## config.mk

```make
export PLATFORM = sky130hd
export DESIGN_NAME = aes_cbc_ram
export DESIGN_NICKNAME = d
export VERILOG_FILES = /design/src/sv/aes_cbc_ram.sv
export SDC_FILE = /design/constraint.sdc
export NUM_CORES = 2
export LEC_CHECK = 0
export BUFFER_PORTS_ARGS = -buffer_cell sky130_fd_sc_hd__clkbuf_2
export CAP_MARGIN = 0
export CORE_ASPECT_RATIO = 0.9
export CORE_UTILIZATION = 55
export CTS_BUF_LIST = sky130_fd_sc_hd__clkbuf_16
export CTS_CLUSTER_DIAMETER = 100
export DETAILED_ROUTE_END_ITERATION = 6
export HOLD_SLACK_MARGIN = 0.03
export PLACE_DENSITY = 0.72
export REMOVE_ABC_BUFFERS = 1
export SYNTH_ARGS = -nofsm -noshare
export SYNTH_HDL_FRONTEND = slang
export SYNTH_SLANG_ARGS = --single-unit
```

## constraint.sdc

```tcl
create_clock -name clock -period 25.5 [get_ports clock]
set_input_delay 2.55 -clock clock [delete_from_list [all_inputs] [get_ports clock]]
set_output_delay 2.55 -clock clock [all_outputs]
set_load 0.02 [all_outputs]
```

## src/sv/aes_cbc_ram.sv

```systemverilog
// Generic single-port-write, single-port-read RAM with registered read data.
module aes_cbc_ram #(
   parameter int WIDTH = 128,
   parameter int DEPTH = 15
) (
   input  logic                     clock,
   input  logic                     wr_en,
   input  logic [$clog2(DEPTH)-1:0] wr_addr,
   input  logic [WIDTH-1:0]         wr_data,
   input  logic [$clog2(DEPTH)-1:0] rd_addr,
   output logic [WIDTH-1:0]         rd_data
);

   logic [WIDTH-1:0] mem_ff [DEPTH];
   logic [WIDTH-1:0] rd_data_ff;

   always_ff @(posedge clock) begin
      if (wr_en) begin
         mem_ff[wr_addr] <= wr_data;
      end
      rd_data_ff <= mem_ff[rd_addr];
   end

   assign rd_data = rd_data_ff;

endmodule

```

==> impl_results.md <==
* Status: completed
* CTS max path bufs at 3
* Ys async rst share at 0%
* Synth Instances at 3,682
* Hold Path Class: reg -> reg
* Setup CP Type: in -> reg
* TritonCTS buffer count at 193
* Max-Slew Margin vs Limit at 24.5%
* Max VDD drop at 0.0595 mV
* HPWL after DPL at 83,000 um
* CTS Hold Buffers Added at 0
* Final wirelength at 172,000 um
* Vias at 37,008
* Residual DRC at 0
* Reg power frac at 54.9%
* I/O pin count at 266
* Internal power at 0.00544 W
* Die Footprint at 0.139 sq mm
* Clk sink count at 2,048
* Power per cell area at 81.4 mW/mm^2
* Reg clk slew, reported paths at 0.06 ns
* Routability-driven placement congestion ratio at 0.738
* Yosys warnings at 0
* H-tree levels at 4
* Comb power frac at 5.2%
* DR WL/cell at 28.7 um
* Root Buffer: clkbuf_16
* Clock latency on the worst-skew pair at 0.81 ns
* Iteration-0 DRC count of the detailed router at 4,005
* Area grow syn2layout at 12.4%
* Worst-case clock skew at 0.0278 ns
* Worst-path maximum fanout at 79
* DIE WIDTH at 393 um
* Starting Density at 55.6%
* Highest Clock Rate at 148 MHz
* Max Transition Viols Final at 0
* Minimum clock period at 6.78 ns
* Number of vias per cell at 6.16
* Leakage at 28.4 nW
* Leading cell type in the layout, fill and taps excluded: edfxtp_1
* Setup tns final at 0 ns
* Critical Path End Type: register
* Most frequent cells in the layout: edfxtp_1 (1,920), mux2i_1 (360), mux4_2 (268)
* Die height at 354 um
* Setup bufs post-CTS at 0
* Worst-margin pin slew at 1.13 ns
* Resized Gates After CTS at 0
* Clock group share of total power at 39.9%
* Rows at 128
* Number of synthesized flops with an enable pin at 1,920
* Startpoint Class: primary input
* Synth Register Bits at 2,048
* Syn Area/Cell at 20.5 sq um
* Mapped Area at 0.0757 sq mm
* CTS tree: done
* Sequential share of the synthesized area at 79.6%
* Vias in the first global route at 37,120
* Fraction of layout cells with a size suffix above 1 at 21.7%
* Initial antenna violation count at 34
* TritonRoute pass-1 iters at 6
* Critical Path AT at 7.43 ns
* Total gr overflow at 0
* Final Setup Violations at 0
* Final worst path period share at 26.6%
* IO buf count at 265
* Area of the core at 0.136 sq mm
* Sw Share at 21.3%
* First-pass GRT wire length at 251,000 um
* Nets at 4,145
* WP data required at 26.15 ns
* RSZ-0062 raised after global routing: false
* Final hold viol count at 0
* Tot GR Track Use at 25.1%
* Power, Total at 0.00692 W
* Max-cap violations at 0
* Sw Pwr at 0.00148 W
* Largest net degree at the start of global routing at 129
* Post-DRT Antenna Nets at 0
* Netlist cell types at 31
* Main synth FF type: edfxtp_1
## sequential cells by signal, summed over array words and instances, names as in the netlist
name / cells
mem_ff: 1920
rd_data: 128
## power groups by stage
stage / logic, W / clock network, W / registers, W
final: 0.000359 / 0.00276 / 0.00380
after global routing: 0.000386 / 0.00293 / 0.00380
after CTS: 0.000362 / 0.00280 / 0.00380
after detailed placement: 0.000361 / 0 / 0.00387
after global placement: 0.000354 / 0 / 0.00386
after floorplan: 0.000149 / 0 / 0.00389
## per-layer routing
metal  share of wire (%)  vias up  global-route usage, %
met2                  48     1651                   39.2
met5                0.16        -                      0
met3                 9.5      270                   5.76
li1                    -    15777                      -
met1                  40    19268                   36.0
met4                 1.8       42                   6.66
## through the flow
step           utilization (%)  instances  hold WS [ns]  setup WS (ns)  area (sq um)
5_1_grt                   62.5       6001         0.582          18.38         85000
3_3_place_gp              58.0       5632         0.533          17.91         78900
4_1_cts                   62.5       5994         0.551          18.69         85000
6_report                  62.5       6003         0.541          18.72         85000
2_1_floorplan                -       3475         0.520          13.02         74500
3_5_place_dp              58.0       5632         0.536          17.82         78900
## synth_stat cells, types with 2 or more instances
cell type  count  share of area [%]
edfxtp_1    1920                 76
mux2i_1      360                4.8
mux4_2       268                8.0
nand2_1      130               0.64
a22oi_1      128                1.3
dfxtp_1      128                3.4
nand2b_1     122                1.0
a31oi_1      116               0.96
o22ai_1      116               0.96
o21ai_1      103               0.68
clkbuf_1      69               0.34
buf_2         55               0.36
buf_4         50               0.50
nor2_1        31               0.15
buf_6         22               0.33
o21ai_0       13              0.086
a21oi_1       12              0.079
o211ai_1      12               0.12
buf_1         11              0.055
nor3_1         4              0.026
nand3b_1       2              0.020
## critical path, stage by stage
cell	delay [ns]
buf_8	0.59
buf_4	0.81
buf_4	0.71
buf_4	0.81
buf_4	0.76
mux4_2	0.60
a22oi_1	0.21
o21ai_1	0.10
## cells by family after synthesis
family,synth area share [%]
muxes,12.7
buffers and inverters,1.60
DFF,79.6
AOI/OAI and AO/OA,4.15
and+or+nand+nor,1.92
## worst paths after layout
kind                  startpoint  cells after the start           to  slack [ns]
setup reg to reg    mem_ff[5][8]                      3   rd_data[8]       23.95
setup / recovery      rd_addr[0]                      8  rd_data[18]       18.72
hold reg to reg   mem_ff[14][87]                      2  rd_data[87]        0.54
hold / removal    mem_ff[14][87]                      2  rd_data[87]        0.54
## layout make-up
cell class / instances / area [sq um]
Timing Repair Buffer: 337 / 1980
Clock inverter: 165 / 1210
Clock buffer: 197 / 4930
Antenna cell: 9 / 22.5
Inverter: 3 / 18.8
Sequential cell: 2048 / 60200
Multi-Input combinational cell: 1424 / 14400
Tap cell: 1820 / 2280
Fill cell: 9189 / 50900
Note: power is estimated with default switching activity, not from simulation.
